## src/hw/rtl/fcs_pkg.sv

```systemverilog
`timescale 1ns / 1ps
`default_nettype none

package fcs_pkg;

	// Wait ring geometry
	localparam int QUEUE_DEPTH = 16;
	localparam int IDX_W       = (QUEUE_DEPTH > 1) ? $clog2(QUEUE_DEPTH) : 1;
	localparam int CNT_W       = $clog2(QUEUE_DEPTH + 1);

	// Field widths
	localparam int ID_W     = 8;
	localparam int PERMIT_W = 8;
	localparam int STATUS_W = 3;

	localparam logic [PERMIT_W-1:0] PERMIT_MAX       = '1;
	localparam logic [PERMIT_W-1:0] PERMIT_RST_VALUE = PERMIT_W'(3);

	// Request commands
	localparam logic CMD_ACQUIRE = 1'b0;
	localparam logic CMD_RELEASE = 1'b1;

	// Result status codes
	typedef enum logic [STATUS_W-1:0] {
		ST_GRANTED   = 3'd0,
		ST_QUEUED    = 3'd1,
		ST_FULL      = 3'd2,
		ST_WOKE      = 3'd3,
		ST_ADDED     = 3'd4,
		ST_SATURATED = 3'd5
	} status_t;

	// Commands from the controller to the datapath
	typedef struct packed {
		logic load;
		logic exec;
	} ctrl_cmd_t;

endpackage

`default_nettype wire

```

## src/hw/rtl/fcs_ctrl.sv

```systemverilog
`timescale 1ns / 1ps
`default_nettype none

module fcs_ctrl (
	input  wire              clk,
	input  wire              arst_n,
	input  wire              start,
	output logic             busy,
	output logic             done,
	output fcs_pkg::ctrl_cmd_t cmd_o
);
	import fcs_pkg::*;

	typedef enum logic {
		S_IDLE,
		S_EXEC
	} state_t;

	state_t state_q;
	logic   done_q;

	// Hold state and the result strobe
	always_ff @(posedge clk or negedge arst_n) begin
		if (!arst_n) begin
			state_q <= S_IDLE;
			done_q  <= 1'b0;
		end else begin
			case (state_q)
				S_IDLE: begin
					done_q <= 1'b0;
					if (start) state_q <= S_EXEC;
				end
				S_EXEC: begin
					done_q  <= 1'b1;
					state_q <= S_IDLE;
				end
				default: begin
					done_q  <= 1'b0;
					state_q <= S_IDLE;
				end
			endcase
		end
	end

	assign busy       = (state_q == S_EXEC);
	assign done       = done_q;
	assign cmd_o.load = (state_q == S_IDLE) && start;
	assign cmd_o.exec = (state_q == S_EXEC);

endmodule

`default_nettype wire

```

## src/hw/rtl/fcs_dp.sv

```systemverilog
`timescale 1ns / 1ps
`default_nettype none

module fcs_dp (
	input  wire                           clk,
	input  wire                           arst_n,
	input  fcs_pkg::ctrl_cmd_t            cmd_i,
	input  wire                           cmd,
	input  wire  [fcs_pkg::ID_W-1:0]      requester_id,
	input  wire                           cfg_we,
	input  wire  [fcs_pkg::PERMIT_W-1:0]  cfg_wdata,
	output logic [fcs_pkg::STATUS_W-1:0]  status,
	output logic [fcs_pkg::ID_W-1:0]      woken_id,
	output logic [fcs_pkg::PERMIT_W-1:0]  permits_now,
	output logic [fcs_pkg::CNT_W-1:0]     waiters_now
);
	import fcs_pkg::*;

	// Latched transaction
	logic            cmd_q;
	logic [ID_W-1:0] id_q;

	// Semaphore state
	logic [PERMIT_W-1:0] permits_q;
	logic [IDX_W-1:0]    head_q;
	logic [IDX_W-1:0]    tail_q;
	logic [CNT_W-1:0]    count_q;

	// Wait ring and its registered read port
	logic [ID_W-1:0] ring_mem [QUEUE_DEPTH];
	logic [ID_W-1:0] rd_data_q;

	// Result registers
	logic [STATUS_W-1:0] status_q;
	logic [ID_W-1:0]     woken_q;
	logic [PERMIT_W-1:0] permits_out_q;
	logic [CNT_W-1:0]    waiters_out_q;

	// Next-state values
	logic [PERMIT_W-1:0] permits_d;
	logic [IDX_W-1:0]    head_d;
	logic [IDX_W-1:0]    tail_d;
	logic [CNT_W-1:0]    count_d;
	status_t             status_d;
	logic [ID_W-1:0]     woken_d;
	logic                ring_we;
	logic [IDX_W-1:0]    head_inc;
	logic [IDX_W-1:0]    tail_inc;

	// Advance ring pointers with wrap at the ring depth
	assign head_inc = (head_q == IDX_W'(QUEUE_DEPTH - 1)) ? '0 : head_q + IDX_W'(1);
	assign tail_inc = (tail_q == IDX_W'(QUEUE_DEPTH - 1)) ? '0 : tail_q + IDX_W'(1);

	// Decide the outcome of the latched request
	always_comb begin
		permits_d = permits_q;
		head_d    = head_q;
		tail_d    = tail_q;
		count_d   = count_q;
		woken_d   = '0;
		ring_we   = 1'b0;
		status_d  = ST_GRANTED;
		if (cmd_q == CMD_ACQUIRE) begin
			if (permits_q != '0) begin
				permits_d = permits_q - PERMIT_W'(1);
				status_d  = ST_GRANTED;
			end else if (count_q != CNT_W'(QUEUE_DEPTH)) begin
				ring_we  = 1'b1;
				tail_d   = tail_inc;
				count_d  = count_q + CNT_W'(1);
				status_d = ST_QUEUED;
			end else begin
				status_d = ST_FULL;
			end
		end else begin
			if (count_q != '0) begin
				woken_d  = rd_data_q;
				head_d   = head_inc;
				count_d  = count_q - CNT_W'(1);
				status_d = ST_WOKE;
			end else if (permits_q != PERMIT_MAX) begin
				permits_d = permits_q + PERMIT_W'(1);
				status_d  = ST_ADDED;
			end else begin
				status_d = ST_SATURATED;
			end
		end
	end

	// Hold semaphore state; a register write reloads permits and empties the queue
	always_ff @(posedge clk or negedge arst_n) begin
		if (!arst_n) begin
			permits_q <= PERMIT_RST_VALUE;
			head_q    <= '0;
			tail_q    <= '0;
			count_q   <= '0;
		end else if (cfg_we) begin
			permits_q <= cfg_wdata;
			head_q    <= '0;
			tail_q    <= '0;
			count_q   <= '0;
		end else if (cmd_i.exec) begin
			permits_q <= permits_d;
			head_q    <= head_d;
			tail_q    <= tail_d;
			count_q   <= count_d;
		end
	end

	// Latch the accepted transaction
	always_ff @(posedge clk) begin
		if (cmd_i.load) begin
			cmd_q <= cmd;
			id_q  <= requester_id;
		end
	end

	// Write at the tail, read the oldest waiter every cycle
	always_ff @(posedge clk) begin
		if (cmd_i.exec && ring_we) ring_mem[tail_q] <= id_q;
		rd_data_q <= ring_mem[head_q];
	end

	// Register the result
	always_ff @(posedge clk) begin
		if (cmd_i.exec) begin
			status_q      <= status_d;
			woken_q       <= woken_d;
			permits_out_q <= permits_d;
			waiters_out_q <= count_d;
		end
	end

	assign status      = status_q;
	assign woken_id    = woken_q;
	assign permits_now = permits_out_q;
	assign waiters_now = waiters_out_q;

endmodule

`default_nettype wire

```

## src/hw/rtl/fifo_counting_semaphore_core.sv

```systemverilog
// Channel   Signals                                        Handshake
// request   cmd, requester_id                              start && !busy
// result    status, woken_id, permits_now, waiters_now     done, one cycle
// config    cfg_wdata (initial permits)                    cfg_we
//
// Each request is latched when it is accepted in S_IDLE; the S_EXEC state
// then updates the semaphore and registers the result together with done.
// A new request can be accepted in the cycle done is high.
// Reset loads three permits and empties the wait queue.
// The receiver cannot stall; a new request is not accepted while the update
// in S_EXEC is under way (busy high).
`timescale 1ns / 1ps
`default_nettype none

module fifo_counting_semaphore_core (
	input  wire                           clk,
	input  wire                           arst_n,
	input  wire                           start,
	output logic                          busy,
	input  wire                           cmd,
	input  wire  [fcs_pkg::ID_W-1:0]      requester_id,
	input  wire                           cfg_we,
	input  wire  [fcs_pkg::PERMIT_W-1:0]  cfg_wdata,
	output logic                          done,
	output logic [fcs_pkg::STATUS_W-1:0]  status,
	output logic [fcs_pkg::ID_W-1:0]      woken_id,
	output logic [fcs_pkg::PERMIT_W-1:0]  permits_now,
	output logic [fcs_pkg::CNT_W-1:0]     waiters_now
);
	import fcs_pkg::*;

	ctrl_cmd_t ctrl_cmd;

	// Sequence each transaction
	fcs_ctrl u_ctrl (
		.clk    (clk),
		.arst_n (arst_n),
		.start  (start),
		.busy   (busy),
		.done   (done),
		.cmd_o  (ctrl_cmd)
	);

	// Hold the count, the wait ring and the result
	fcs_dp u_dp (
		.clk          (clk),
		.arst_n       (arst_n),
		.cmd_i        (ctrl_cmd),
		.cmd          (cmd),
		.requester_id (requester_id),
		.cfg_we       (cfg_we),
		.cfg_wdata    (cfg_wdata),
		.status       (status),
		.woken_id     (woken_id),
		.permits_now  (permits_now),
		.waiters_now  (waiters_now)
	);

endmodule

`default_nettype wire

```

## config.mk

```make
export PLATFORM = sky130hd
export DESIGN_NAME = fifo_counting_semaphore_core
export DESIGN_NICKNAME = d
export VERILOG_FILES = /design/src/hw/rtl/fcs_pkg.sv /design/src/hw/rtl/fcs_ctrl.sv /design/src/hw/rtl/fcs_dp.sv /design/src/hw/rtl/fifo_counting_semaphore_core.sv
export SDC_FILE = /design/constraint.sdc
export NUM_CORES = 1
export LEC_CHECK = 0
export BUFFER_PORTS_ARGS = -buffer_cell sky130_fd_sc_hd__buf_2
export CAP_MARGIN = 20
export CORE_ASPECT_RATIO = 1.5
export CORE_UTILIZATION = 30
export CTS_CLUSTER_DIAMETER = 60
export DETAILED_ROUTE_END_ITERATION = 10
export HOLD_SLACK_MARGIN = 0.03
export PLACE_DENSITY_LB_ADDON = 0.25
export SLEW_MARGIN = 20
export SYNTH_ARGS = -nofsm -noshare
export SYNTH_HDL_FRONTEND = slang
export SYNTH_SLANG_ARGS = --single-unit
```

## constraint.sdc

```tcl
create_clock -name clk -period 8.5 [get_ports clk]
set_input_delay 0.85 -clock clk [delete_from_list [all_inputs] [get_ports clk]]
set_output_delay 0.85 -clock clk [all_outputs]
set_load 0.02 [all_outputs]
```

; Yosys cells after proc, flatten, opt, wreduce, memory -nomap -nowiden
; Memory sizes are Yosys's and may differ from the RTL's. A register that Yosys moved wholly into a read port is not among the register bits.
; Index checks and enable logic that the tools add are counted.
[op_classes]
n_addsub = 6
mul = 0
div_mod_pow = 0
magnitude_cmp = 0
n_eq_ne = 6
n_shift = 0
mux = 36
bitwise = 1
n_reduce_logical = 11
[ops]
columns = op, count
row1 = two-way mux 8 bit, 6
row2 = two-way mux 4 bit, 11
row3 = two-way mux 5 bit, 6
row4 = two-way mux 3 bit, 3
row5 = adder 4 x 1 -> 4 bit (second input constant), 2
row6 = adder 8 x 1 -> 8 bit (second input constant), 1
row7 = == test 4 bit (second input constant), 2
row8 = != test 8 bit (second input constant), 1
row9 = nonzero test 2 bit, 4
row10 = nonzero test 8 bit, 1
row11 = subtractor 8 x 1 -> 8 bit (second input constant), 1
row12 = two-way mux 1 bit, 7
row13 = adder 5 x 1 -> 5 bit (second input constant), 1
row14 = != test 5 bit (second input constant), 1
row15 = nonzero test 5 bit, 1
row16 = subtractor 5 x 1 -> 5 bit (second input constant), 1
row17 = != test 2 bit (second input constant), 2
row18 = one-hot mux 1 bit (2 select lines), 2
row19 = AND reduction 4 bit, 1
row20 = AND reduction 3 bit, 1
row21 = logical AND 1 bit, 2
row22 = two-way mux 2 bit, 1
row23 = AND reduction 2 bit, 1
row24 = NOT 1 bit, 1
[word_totals]
reg_bits = 56
latch_bits = 0
ram_bits = 128
romBits = 0
in_bits = 21
elab_cells = 73
mem_count = 1
[mem_list]
columns = memory, words, width, read_ports, rd_clocked_by_memory_dff, write_ports, line
row1 = u_dp.ring_mem, 16, 8, 1, 1, 1, fcs_dp.sv:30  ; logic [ID_W-1:0] ring_mem [QUEUE_DEPTH];

; Longest topological paths before layout
; Gate-level depths: netlist (run 1).
[depth]
depth_word = 7
mapped_depth = 9
mapped_depth_nobuf = 7

; Hierarchy
; From an unflattened synthesis (run 1), not the netlist that was laid out.
[hier_totals]
hier_cells = 569
hier_area_um2 = 8310.5
[by_module_without_submodules]
columns = module, instances, cells_per_inst, area_each_um2, seq_area_each_um2
row1 = fcs_dp, 1, 565, 8239.2, 5522.8
row2 = fcs_ctrl, 1, 4, 71.3, 50.0

; Least setup slack after synthesis (run 1)
; Ideal clock, no wire load.
[synth_timing]
path_kind = register -> register
start = register u_ctrl.state_q (netlist: u_ctrl.busy)
end = memory u_dp.ring_mem[0][0], enable pin
setup_time_ps = 383
arrival_ps = 3042
required_time_ps = 8117
slack_ps = 5074
path_stages_with_launch = 7
n_path_buf = 2
synth_period_minus_slack_ps = 3426
cell_sequence = dfrtp_1 > buf_2 > or4b_2 > nor4b_2 > buf_2 > nand2_1 > nor3_1
[synth_between]
elab_chain_len = 3
[synth_rtl]
columns = item, line
row1 = from (decl), fcs_ctrl.sv:19  ; state_t state_q;
row2 = from (signal assigned), fcs_ctrl.sv:25  ; state_q <= S_IDLE;
row3 = from (signal assigned), fcs_ctrl.sv:31  ; if (start) state_q <= S_EXEC;
row4 = from (signal assigned), fcs_ctrl.sv:35  ; state_q <= S_IDLE;
row5 = logical AND 1 bit, fcs_dp.sv:120  ; if (cmd_i.exec && ring_we) ring_mem[tail_q] <= id_q;
row6 = two-way mux 1 bit, fcs_dp.sv:120
row7 = two-way mux 1 bit (implied by the code), fcs_dp.sv:120
row8 = to (decl), fcs_dp.sv:30
; Every way passes these cells.

; Final worst setup path (run 1)
[layout_timing]
start = register u_ctrl.state_q (netlist: u_ctrl.busy)
end = memory u_dp.ring_mem[15][1], enable pin
; Same word-level chain as after synthesis.

==> impl_results.md, run 1 <==
* Outcome: finished, final reports clean
* Max Fclk at 0.3253 GHz
* Die width at 136.1 um
* Distinct cells, synth at 61
* Clk_lat worst skew at 0.43 ns
* Top cells by area, synth: edfxtp_1 (60%), mux4_2 (11%), dfrtp_1 (6.5%)
* Layout cells sized above 1 at 0.2536
* Worst-case clock buffer depth at 2
* Area occupied by multi-input gates at 0.002352 mm^2
* Worst path arrival time at 3.14 ns
* Power consumption at 0.001995 W
* Vias in the first global route at 4,398
* Endpoint class of the critical path: register
* Worst setup SP type: register
* Initial core utilization at 0.3055
* Register area share after synthesis at 0.6886
* Post-CTS resize count at 0
* Post-Syn Instances at 501
* Synth Flop Type: edfxtp_1
* P_sw at 0.0004770 W
* Reg area at 0.005575 mm^2
* Number of diodes at 0
* NumNets Final at 567
* Avg WL per Cell at 19.82 um
* Rel. slew slack at 0.3142
* ANT nets after route at 0
* Fin. Hold Viols at 0
* I/O pins at 47
* Reg2Reg Setup Slack at 5.43 ns
* CTS sink cnt at 192
* Vias/cell at 4.980
* Mapped Avg Cell Area at 16.15 um^2
* Reg power frac at 0.541
* Yosys top cell area share at 0.5974
* Largest net degree at the start of global routing at 46
* Worst slew pin tran at 1.027 ns
* 1st-iter DRT viols at 264
* Hold Buf Count CTS at 0
* Clock power frac at 0.387
* Min Hold Slack at 0.4384 ns
* Routed via count at 4,407
* Classification of the worst setup path: register to register
* Combinational share of power at 0.072
* Flop and latch count out of synthesis at 192
* Final Max Slew Viols at 0
* CP Max Fanout at 45
* Worst hold path class: input port to async pin
* Port-buffer cells at 46
* Critical Path RT at 8.56 ns
* CTS HTree Levels at 4
* Clk slew on worst S/H paths at 0.07 ns
* Leakage at 3.067 nW
* Fillers at 2,541
* Pwr dens at 216.1 mW/mm^2
* Number of detailed-route iterations in the first pass at 5
* Worst r2r src: u_ctrl.busy$_DFF_PN0_
* Sw Share at 0.2390
* Initial antenna violation count at 0
* Root Buffer: clkbuf_16
* Die ar. at 0.02765 mm^2
* Count leader, synth: edfxtp_1
* Post-CTS Setup Bufs at 0
* Drt drc at 0
* Min Tclk post-route at 3.074 ns
* Rows at 73
* R2R Path End: u_dp.ring_mem[15][1]$_DFFE_PP_
* GRT overflow at 0
* Setup-failing EPs final at 0
* RSZ-0062 raised after global routing: no
* CTS tree: done
* Post-synth ARST share at 0.1198
* Final period util at 0.3616
* Total negative slack at 0 ns
* Total track usage at 0.1332
* R2R cell count at 6
* Cell internal pwr at 0.001518 W
* Worst slack at placement at 5.024 ns
* Clk_skew at 0.01903 ns
* First-pass GRT wire length at 26.58 mm
* Post-Route WL at 17.54 mm
* Netlist Area Pre-Place at 0.008093 mm^2
* Syn. warnings at 0
* Max cap viols at 0
* P&R area growth vs syn at 14.07%
* Synth area leader: edfxtp_1
* VDD IR max at 0.1376 mV
* Syn_nets at 531
* Hpwl dp at 12.19 mm
* Chip height at 203.2 um
* Commonest cells in the netlist: edfxtp_1 (161), mux4_2 (40), nor2_1 (34)
* Final Worst Setup Slack at 5.426 ns
* Number of CTS-inserted buffers at 17
* Core ar. at 0.02649 mm^2
* Post-synth EDFFs at 161
* Routability cong. at 0.8740
[worst max path at each step]
stage | cells after the start | to | start
final | 6 | u_dp.ring_mem[15][1]$_DFFE_PP_ | u_ctrl.busy$_DFF_PN0_
after floorplan | 6 | u_dp.ring_mem[0][0]$_DFFE_PP_ | u_ctrl.busy$_DFF_PN0_
after global placement | 6 | u_dp.ring_mem[0][3]$_DFFE_PP_ | u_ctrl.busy$_DFF_PN0_
after CTS | 6 | u_dp.ring_mem[0][0]$_DFFE_PP_ | u_ctrl.busy$_DFF_PN0_
after global routing | 6 | u_dp.ring_mem[15][1]$_DFFE_PP_ | u_ctrl.busy$_DFF_PN0_
after detailed placement | 6 | u_dp.ring_mem[0][3]$_DFFE_PP_ | u_ctrl.busy$_DFF_PN0_
[state kept, by name, summed over array words and instances (netlist names)]
| signal | count |
|---|---|
| u_ctrl.done | 1 |
| u_dp.ring_mem | 128 |
| u_dp.cmd_q | 1 |
| u_dp.woken_id | 8 |
| u_dp.waiters_now | 5 |
| u_dp.permits_now | 8 |
| u_dp.id_q | 8 |
| u_dp.permits_q | 8 |
| u_dp.count_q | 5 |
| u_dp.head_q | 4 |
| u_dp.tail_q | 4 |
| u_dp.status | 3 |
| u_dp.rd_data_q | 8 |
| u_ctrl.busy | 1 |
[power by group through the flow]
stage | Combinational, W | Sequential [W] | Clock, W
2_1_floorplan | 0.0000961 | 0.00110 | 0
3_3_place_gp | 0.000146 | 0.00110 | 0
3_5_place_dp | 0.000146 | 0.00110 | 0
4_1_cts | 0.000147 | 0.00108 | 0.000791
5_1_grt | 0.000158 | 0.00108 | 0.000828
6_report | 0.000144 | 0.00108 | 0.000773
[area by class of cell]
type                            count  area share
Multi-Input combinational cell    264      0.2548
Inverter                           11    0.004473
Clock inverter                     13     0.01599
Timing Repair Buffer               51     0.02901
Clock buffer                       17     0.04608
Tap cell                          337     0.04568
Sequential cell                   192      0.6040
[cell usage in the layout (no fill, tap or decap), types with 8 or more instances in the layout]
cell,n
edfxtp_1,161
buf_2,46
mux4_2,40
nor2_1,34
nand2_1,25
dfrtp_1,19
a21oi_1,17
clkbuf_16,17
nand3_1,13
inv_1,11
and3_1,10
o21ai_0,9
ha_1,9
nor3_1,8
dfxtp_1,8
[logic make-up after synthesis]
group / share of synthesized area
adder cells (fa/ha/maj): 0.01391
XOR/XNOR: 0.009740
flip-flops: 0.6886
AO/OA/AOI/OAI: 0.05612
AND/OR/NAND/NOR: 0.09215
multiplexers: 0.1163
buffers and inverters: 0.02319
[metrics by stage]
| step | util | instance area [um^2] | std cells |
|---|---|---|---|
| 6_report | 0.3485 | 9231 | 885 |
| 3_5_place_dp | 0.3261 | 8638 | 855 |
| 4_1_cts | 0.3478 | 9211 | 885 |
| 2_1_floorplan | - | 8093 | 501 |
| 5_1_grt | 0.3485 | 9231 | 885 |
| 3_3_place_gp | 0.3261 | 8638 | 855 |
[worst max-delay path: stages (launching register included)]
cell,delay (ns)
dfrtp_2,0.34
buf_4,0.43
or4b_2,0.64
nor4b_2,0.25
buf_4,0.22
nand2_1,0.19
nor2_1,0.62
[routing by layer]
| layer | track usage | wire (um) | vias up |
|---|---|---|---|
| met4 | 0.06071 | 444 | 0 |
| met2 | 0.2333 | 9487 | 115 |
| met1 | 0.1548 | 7077 | 2234 |
| met5 | 0 | 0 | - |
| met3 | 0.02660 | 532 | 16 |
| li1 | - | - | 2042 |
No activity file was read; power rests on OpenSTA's default activity.
==> run 2, diff against run 1 <==
clock period = 2.55 ns   (was 8.5 ns; I/O delays follow)
==> run 2 against run 1 <==
  * Final area up 5.5%
  * Critical path depth up 1
  * Cell count up 4.9%
  * Sequential power rose to 3.3 times the previous value
  * Routed wire length up 12%
==> impl_results.md, run 2 (synthesized netlist as in run 1, its figures left out) <==
* Root Buffer: clkbuf_16
* Post-Route WL at 19.64 mm (+12%)
* R2R cell count at 7 (+1)
* Non-Filler Instances at 928 (+4.9%)
* Number of diodes at 0 (unchanged)
* Clk slew on worst S/H paths at 0.08 ns (about the same)
* Number of detailed-route iterations in the first pass at 4 (-1)
* NumNets Final at 608 (+7.2%)
* Avg WL per Cell at 21.17 um (+6.8%)
* Initial antenna violation count at 0 (unchanged)
* Worst hold path class: input port to register
* ANT nets after route at 0 (unchanged)
* Final Util at 0.3676 (+0.01908)
* Die width at 136.1 um (unchanged)
* Classification of the worst setup path: register to register
* Drt drc at 0 (unchanged)
* Hold depth at 1
* Vias/cell at 5.014 (+0.69%)
* Area occupied by multi-input gates at 0.002446 mm^2 (+4.0%)
* CTS tree: done
* Worst slew pin tran at 0.8788 ns (-0.1478 ns)
* Die ar. at 0.02765 mm^2 (unchanged)
* Rows at 73 (unchanged)
* VDD IR max at 0.4546 mV (+230%)
* Min Tclk post-route at 2.428 ns (-0.6464 ns)
* Fin. Hold Viols at 0 (unchanged)
* Critical Path Slowest Stage Cell: or4b_1
* Pwr dens at 695.0 mW/mm^2 (+220%)
* WP depth at 7 (+1)
* CP Max Fanout at 8 (-82%)
* Commonest non-fill, non-tap cell in the layout: edfxtp_1
* Worst setup SP type: register
* Critical path's largest stage delay at 0.52 ns (-0.12 ns)
* Vias in the first global route at 4,815 (+9.5%)
* Setup-failing EPs final at 0 (unchanged)
* CP Cell Sequence: inv_1 > ha_1 > or4b_1 > nor4b_4 > buf_4 > nand2_4 > nor3_4
* Initial core utilization at 0.3055 (unchanged)
* Total track usage at 0.1509 (+0.01771)
* Power consumption at 0.006767 W (+240%)
* RSZ-0062 raised after global routing: no
* Worst path arrival time at 2.51 ns (-0.63 ns)
* Core ar. at 0.02649 mm^2 (unchanged)
* Leakage at 3.297 nW (+7.5%)
* CTS sink cnt at 192 (unchanged)
* Clk_lat worst skew at 0.43 ns (about the same)
* Crit path max-delay family: simple AND/OR/NAND/NOR gates
* Top reg by flops: u_dp.ring_mem
* Total negative slack at 0 ns (unchanged)
* Most frequent cells in the layout: edfxtp_1 (161), buf_2 (46), mux4_2 (40), buf_4 (31), nor2_1 (25)
* Chip height at 203.2 um (unchanged)
* Min Hold Slack at 0.04506 ns (-0.3934 ns)
* Port-buffer cells at 46 (unchanged)
* Fillers at 2,520 (-0.83%)
* Reg area at 0.005578 mm^2 (about the same)
* Routability cong. at 0.8083 (-7.5%)
* Crit path buf inv count at 2 (unchanged)
* Layout cells sized above 1 at 0.3096 (+0.05600)
* Endpoint class of the critical path: register
* Worst-case clock buffer depth at 2 (unchanged)
* Routed via count at 4,653 (+5.6%)
* Hpwl dp at 13.80 mm (+13%)
* GRT overflow at 0 (unchanged)
* Placed cell count at 885 (+3.5%)
* Final period util at 0.9520 (+0.5904)
* I/O pins at 47 (unchanged)
* Max reg flops at 128 (unchanged)
* 1st-iter DRT viols at 332 (+26%)
* Rel. slew slack at 0.4067 (+0.09248)
* Clk_skew at 0.009372 ns (-0.009662 ns)
* CTS HTree Levels at 4 (unchanged)
* P&R area growth vs syn at 20.32%
* Number of CTS-inserted buffers at 17 (unchanged)
* First-pass GRT wire length at 29.91 mm (+13%)
* Largest net degree at the start of global routing at 39 (-15%)
* Max cap viols at 0 (unchanged)
* Max Fclk at 0.4119 GHz (+27%)
* Final Max Slew Viols at 0 (unchanged)
* Outcome: finished, final reports clean
* Critical Path RT at 2.63 ns (-5.93 ns)
-- run 2: changes by cell type in the layout (fill, tap and decap cells not counted), sizes merged --
cell         before  now
bufinv            1    0
clkbuf           17   18
buf              51   83
clkinvlp          1    0
dlygate4sd3       0    9
clkinv            4    7
-- run 2: worst reg2reg max path, delay by kind of cell (launching register included) --
kind | cells | cell delay (ns)
and+or+nand+nor | 4 | 1.26
DFF | 1 | 0.37
buffers and inverters | 2 | 0.30
adders and majority gates | 1 | 0.17
-- run 2: routing by layer --
layer,vias up,wire [um],track usage
met5,-,0,0
met1,2401,7230,0.1648
met3,19,692,0.02809
met2,105,11410,0.2868
met4,0,316,0.04841
li1,2128,-,-
-- run 2: path summary, 6_finish.rpt --
path	startpoint	slack (ns)	endpoint
setup / recovery	u_dp.permits_q[0]$_DFFE_PN1P_	0.12	u_dp.ring_mem[0][7]$_DFFE_PP_
hold / removal	cmd	0.05	u_dp.cmd_q$_DFFE_PP_
setup reg to reg	u_dp.permits_q[0]$_DFFE_PN1P_	0.12	u_dp.ring_mem[0][7]$_DFFE_PP_
hold reg to reg	u_dp.rd_data_q[7]$_DFF_P_	0.53	u_dp.woken_id[7]$_SDFFCE_PN0P_
max in group asynchronous	arst_n	1.69	u_ctrl.busy$_DFF_PN0_
min in group asynchronous	arst_n	0.38	u_dp.count_q[2]$_DFFE_PN0P_
-- run 2: metrics by stage --
stage / setup WS [ns] / instance area, um^2
after floorplan: 0.03213 / 8213
after global placement: 0.06335 / 9020
after detailed placement: -0.004142 / 9020
after CTS: 0.02708 / 9707
after global routing: 0.009673 / 9737
final: 0.1224 / 9737
-- run 2: timing repair --
item	in CTS	in global routing
hold buffers	9	0
setup buffers	1	1
endpoints found under the hold margin	29	0
pin swaps	2	2
endpoints found under the setup margin	11	27
gates resized for setup	0	3
-- run 2: area by class of cell --
cell class	instances	share of cell area
timing repair buffer	92	0.06913
inverter	11	0.004241
multi-input combinational	264	0.2512
clock buffer	18	0.04408
tap	337	0.04331
sequential	192	0.5729
clock inverter	14	0.01516
-- run 2: where the power goes --
part / switching [W] / internal (W)
registers: 0.0000757 / 0.00349
clock network: 0.00130 / 0.00131
logic: 0.000349 / 0.000246
==> run 3, diff against run 2 <==
ABC_AREA = 1   (was not set)
==> run 3 against run 2 <==
  * Count of clock-buffer cells in the layout is 1 lower
  * Core utilization is 0.53 points lower
  * Largest power group unchanged
  * Power is 9.2% higher
  * Die area is 0.49% higher
  * First-iteration DRC count is 9.3% lower
  * Critical path type unchanged
  * Via count is 16% higher
  * Area after synthesis is 0.49% higher
  * Cell count is 20% higher
  * Non-clock buffer count is 4 lower
  * Synthesized cell count is 37% higher
  * Global-route usage is 1.2 points higher
==> impl_results.md, run 3 <==
* Outcome: finished, final reports clean
* Rows at 73 (unchanged)
* Post-Route WL at 21.45 mm (+9.2%)
* R2R Path End: u_dp.ring_mem[8][3]$_DFFE_PP_
* Avg WL per Cell at 19.34 um (-8.6%)
* CTS tree: done
* Initial core utilization at 0.3060 (+0.0004564)
* Non-Filler Instances at 1,109 (+20%)
* Final Max Slew Viols at 0 (unchanged)
* Synth Flop Type: edfxtp_1
* Root Buffer: clkbuf_16
* GRT overflow at 0 (unchanged)
* Largest net degree at the start of global routing at 66 (+69%)
* Hold depth at 3 (+2)
* Most frequent cells in the layout: edfxtp_1 (161), nor2_1 (105), nand2_1 (88), o21ai_0 (75), buf_2 (46)
* Total track usage at 0.1633 (+0.01238)
* Min Tclk post-route at 2.289 ns (-0.1383 ns)
* Worst-case clock buffer depth at 2 (unchanged)
* Worst Setup SP: u_dp.permits_q[0]$_DFFE_PN1P_
* Fillers at 2,603 (+3.3%)
* Post-CTS resize count at 0 (unchanged)
* Routability cong. at 0.8326 (+3.0%)
* I/O pins at 47 (unchanged)
* Max Fclk at 0.4368 GHz (+6.0%)
* Setup-failing EPs final at 0 (unchanged)
* Die ar. at 0.02779 mm^2 (+0.49%)
* Critical Path RT at 2.70 ns (+0.07 ns)
* Synth area leader: edfxtp_1
* Mapped Avg Cell Area at 11.89 um^2 (-26%)
* VDD IR max at 0.4860 mV (+6.9%)
* Drt drc at 0 (unchanged)
* Hpwl dp at 14.92 mm (+8.1%)
* Worst slew pin tran at 0.9277 ns (+0.04888 ns)
* Initial antenna violation count at 0 (unchanged)
* Endpoint class of the critical path: register
* Number of CTS-inserted buffers at 17 (unchanged)
* Pwr dens at 767.5 mW/mm^2 (+10%)
* Clk_skew at 0.008040 ns (-0.001332 ns)
* Clk slew on worst S/H paths at 0.07 ns (about the same)
* NumNets Final at 789 (+30%)
* Layout cells sized above 1 at 0.1865 (-0.1231)
* Max cap viols at 0 (unchanged)
* Register area share after synthesis at 0.6852 (-0.003390)
* Final period util at 0.8978 (-0.05422)
* CP Max Fanout at 6 (-2)
* Worst path arrival time at 2.44 ns (-0.07 ns)
* First-pass GRT wire length at 32.40 mm (+8.3%)
* Post-synth EDFFs at 161 (unchanged)
* Worst hold path class: input port to register
* Vias in the first global route at 5,563 (+16%)
* Clk_lat worst skew at 0.43 ns (about the same)
* CTS sink cnt at 192 (unchanged)
* Syn_nets at 714 (+34%)
* Top cells by area, synth: edfxtp_1 (59%), dfrtp_1 (6.5%), nor2_1 (4.8%)
* Placed cell count at 1,067 (+21%)
* Chip height at 203.7 um (+0.25%)
* Post-synth ARST share at 0.1198 (unchanged)
* Reg2Reg Setup Slack at 0.26 ns (+0.14 ns)
* 1st-iter DRT viols at 301 (-9.3%)
* Worst r2r src: u_dp.permits_q[0]$_DFFE_PN1P_
* Number of detailed-route iterations in the first pass at 5 (+1)
* Distinct cells, synth at 39 (-36%)
* Yosys top cell area share at 0.5945 (-0.002941)
* Flop and latch count out of synthesis at 192 (unchanged)
* Fin. Hold Viols at 0 (unchanged)
* Post-CTS Setup Bufs at 0 (-1)
* Count leader, synth: edfxtp_1
* Port-buffer cells at 46 (unchanged)
* Top reg by flops: u_dp.ring_mem
* CTS HTree Levels at 4 (unchanged)
* Leakage at 3.591 nW (+8.9%)
* Syn. warnings at 0 (unchanged)
* Worst setup SP type: register
* Vias/cell at 4.877 (-2.7%)
* Rel. slew slack at 0.3793 (-0.02744)
* P&R area growth vs syn at 18.42%
* Classification of the worst setup path: register to register
* Total negative slack at 0 ns (unchanged)
* Post-Syn Instances at 684 (+37%)
* R2R cell count at 11 (+4)
* Die width at 136.4 um (+0.24%)
* Core ar. at 0.02658 mm^2 (+0.34%)
* Commonest cells in the netlist: edfxtp_1 (161), nor2_1 (105), nand2_1 (88)
* Netlist Area Pre-Place at 0.008133 mm^2 (+0.49%)
* Max reg flops at 128 (unchanged)
* ANT nets after route at 0 (unchanged)
* Commonest non-fill, non-tap cell in the layout: edfxtp_1
* CP Capture Point: u_dp.ring_mem[8][3]$_DFFE_PP_
* RSZ-0062 raised after global routing: no
* Routed via count at 5,409 (+16%)
* Number of diodes at 0 (unchanged)
run 3: critical path: stages, from the launching register on:
cell     delay [ns]
dfstp_2        0.39
inv_1          0.12
ha_1           0.19
inv_1          0.07
nor2_4         0.16
nand4_4        0.14
nor2_4         0.16
nand2_2        0.07
inv_2          0.12
nand2_1        0.21
nor2_1         0.20
buf_4          0.17
run 3: how the worst min path moves through the flow:
stage / endpoint / slack (ns) / startpoint
6_report: u_dp.permits_q[0]$_DFFE_PN1P_ / 0.06 / cfg_wdata[0]
5_1_grt: u_dp.permits_q[7]$_DFFE_PN0P_ / 0.05 / cfg_wdata[7]
4_1_cts: u_dp.permits_q[0]$_DFFE_PN1P_ / 0.04 / cfg_wdata[0]
3_5_place_dp: u_dp.permits_q[7]$_DFFE_PN0P_ / 0.30 / arst_n
3_3_place_gp: u_dp.permits_q[4]$_DFFE_PN0P_ / 0.30 / arst_n
2_1_floorplan: u_ctrl.busy$_DFF_PN0_ / -0.04 / arst_n
run 3: cell type report:
| type | instances | area, um^2 | share of cell area |
|---|---|---|---|
| flip-flops and latches | 192 | 5574 | 0.5788 |
| well taps | 337 | 421.7 | 0.04378 |
| multi-input cells | 421 | 2256 | 0.2342 |
| clock inverters | 15 | 224.0 | 0.02326 |
| repair buffers | 88 | 583.1 | 0.06054 |
| clock buffers | 17 | 425.4 | 0.04417 |
| inverters | 39 | 146.4 | 0.01520 |
run 3: kinds of logic (layout without fill, tap and decap cells):
logic type | count (synthesis) | after routing | share of synthesized area
adder cells (fa/ha/maj) | 9 | 9 | 0.01385
AND/OR/NAND/NOR | 260 | 260 | 0.1466
XOR/XNOR | 7 | 7 | 0.007539
AO/OA/AOI/OAI | 145 | 145 | 0.1094
flip-flops | 192 | 192 | 0.6852
buffers and inverters | 71 | 159 | 0.03738
run 3: power breakdown:
group          leakage [nW]  internal [W]  switching, W
clock network         0.317       0.00168       0.00124
registers              1.83       0.00352      0.000102
logic                  1.44      0.000270      0.000581
total                  3.59       0.00546       0.00193
run 3: repair_timing:
action	CTS	global route
hold endpoints to repair	30	0
setup endpoints to repair	0	0
hold buffers	10	0
run 3: routing by layer:
layer  vias to the layer above  share of wire  GRT usage
li1                       2601              -          -
met1                      2640           0.38     0.1672
met2                       133           0.56     0.3104
met3                        35          0.032    0.03157
met4                         0          0.035    0.07698
met5                         -              0          0
run 3: metrics by stage:
stage | total power (W) | instance area, um^2 | hold slack [ns] | util | worst slack, ns
after floorplan | 0.004211 | 8133 | -0.04059 | - | 0.3997
after global placement | 0.004543 | 8881 | 0.2955 | 0.3341 | 0.3090
after detailed placement | 0.004540 | 8881 | 0.3009 | 0.3341 | 0.2775
after CTS | 0.007474 | 9630 | 0.03912 | 0.3623 | 0.2653
after global routing | 0.007689 | 9630 | 0.05487 | 0.3623 | 0.08770
final | 0.007391 | 9630 | 0.05767 | 0.3623 | 0.2607
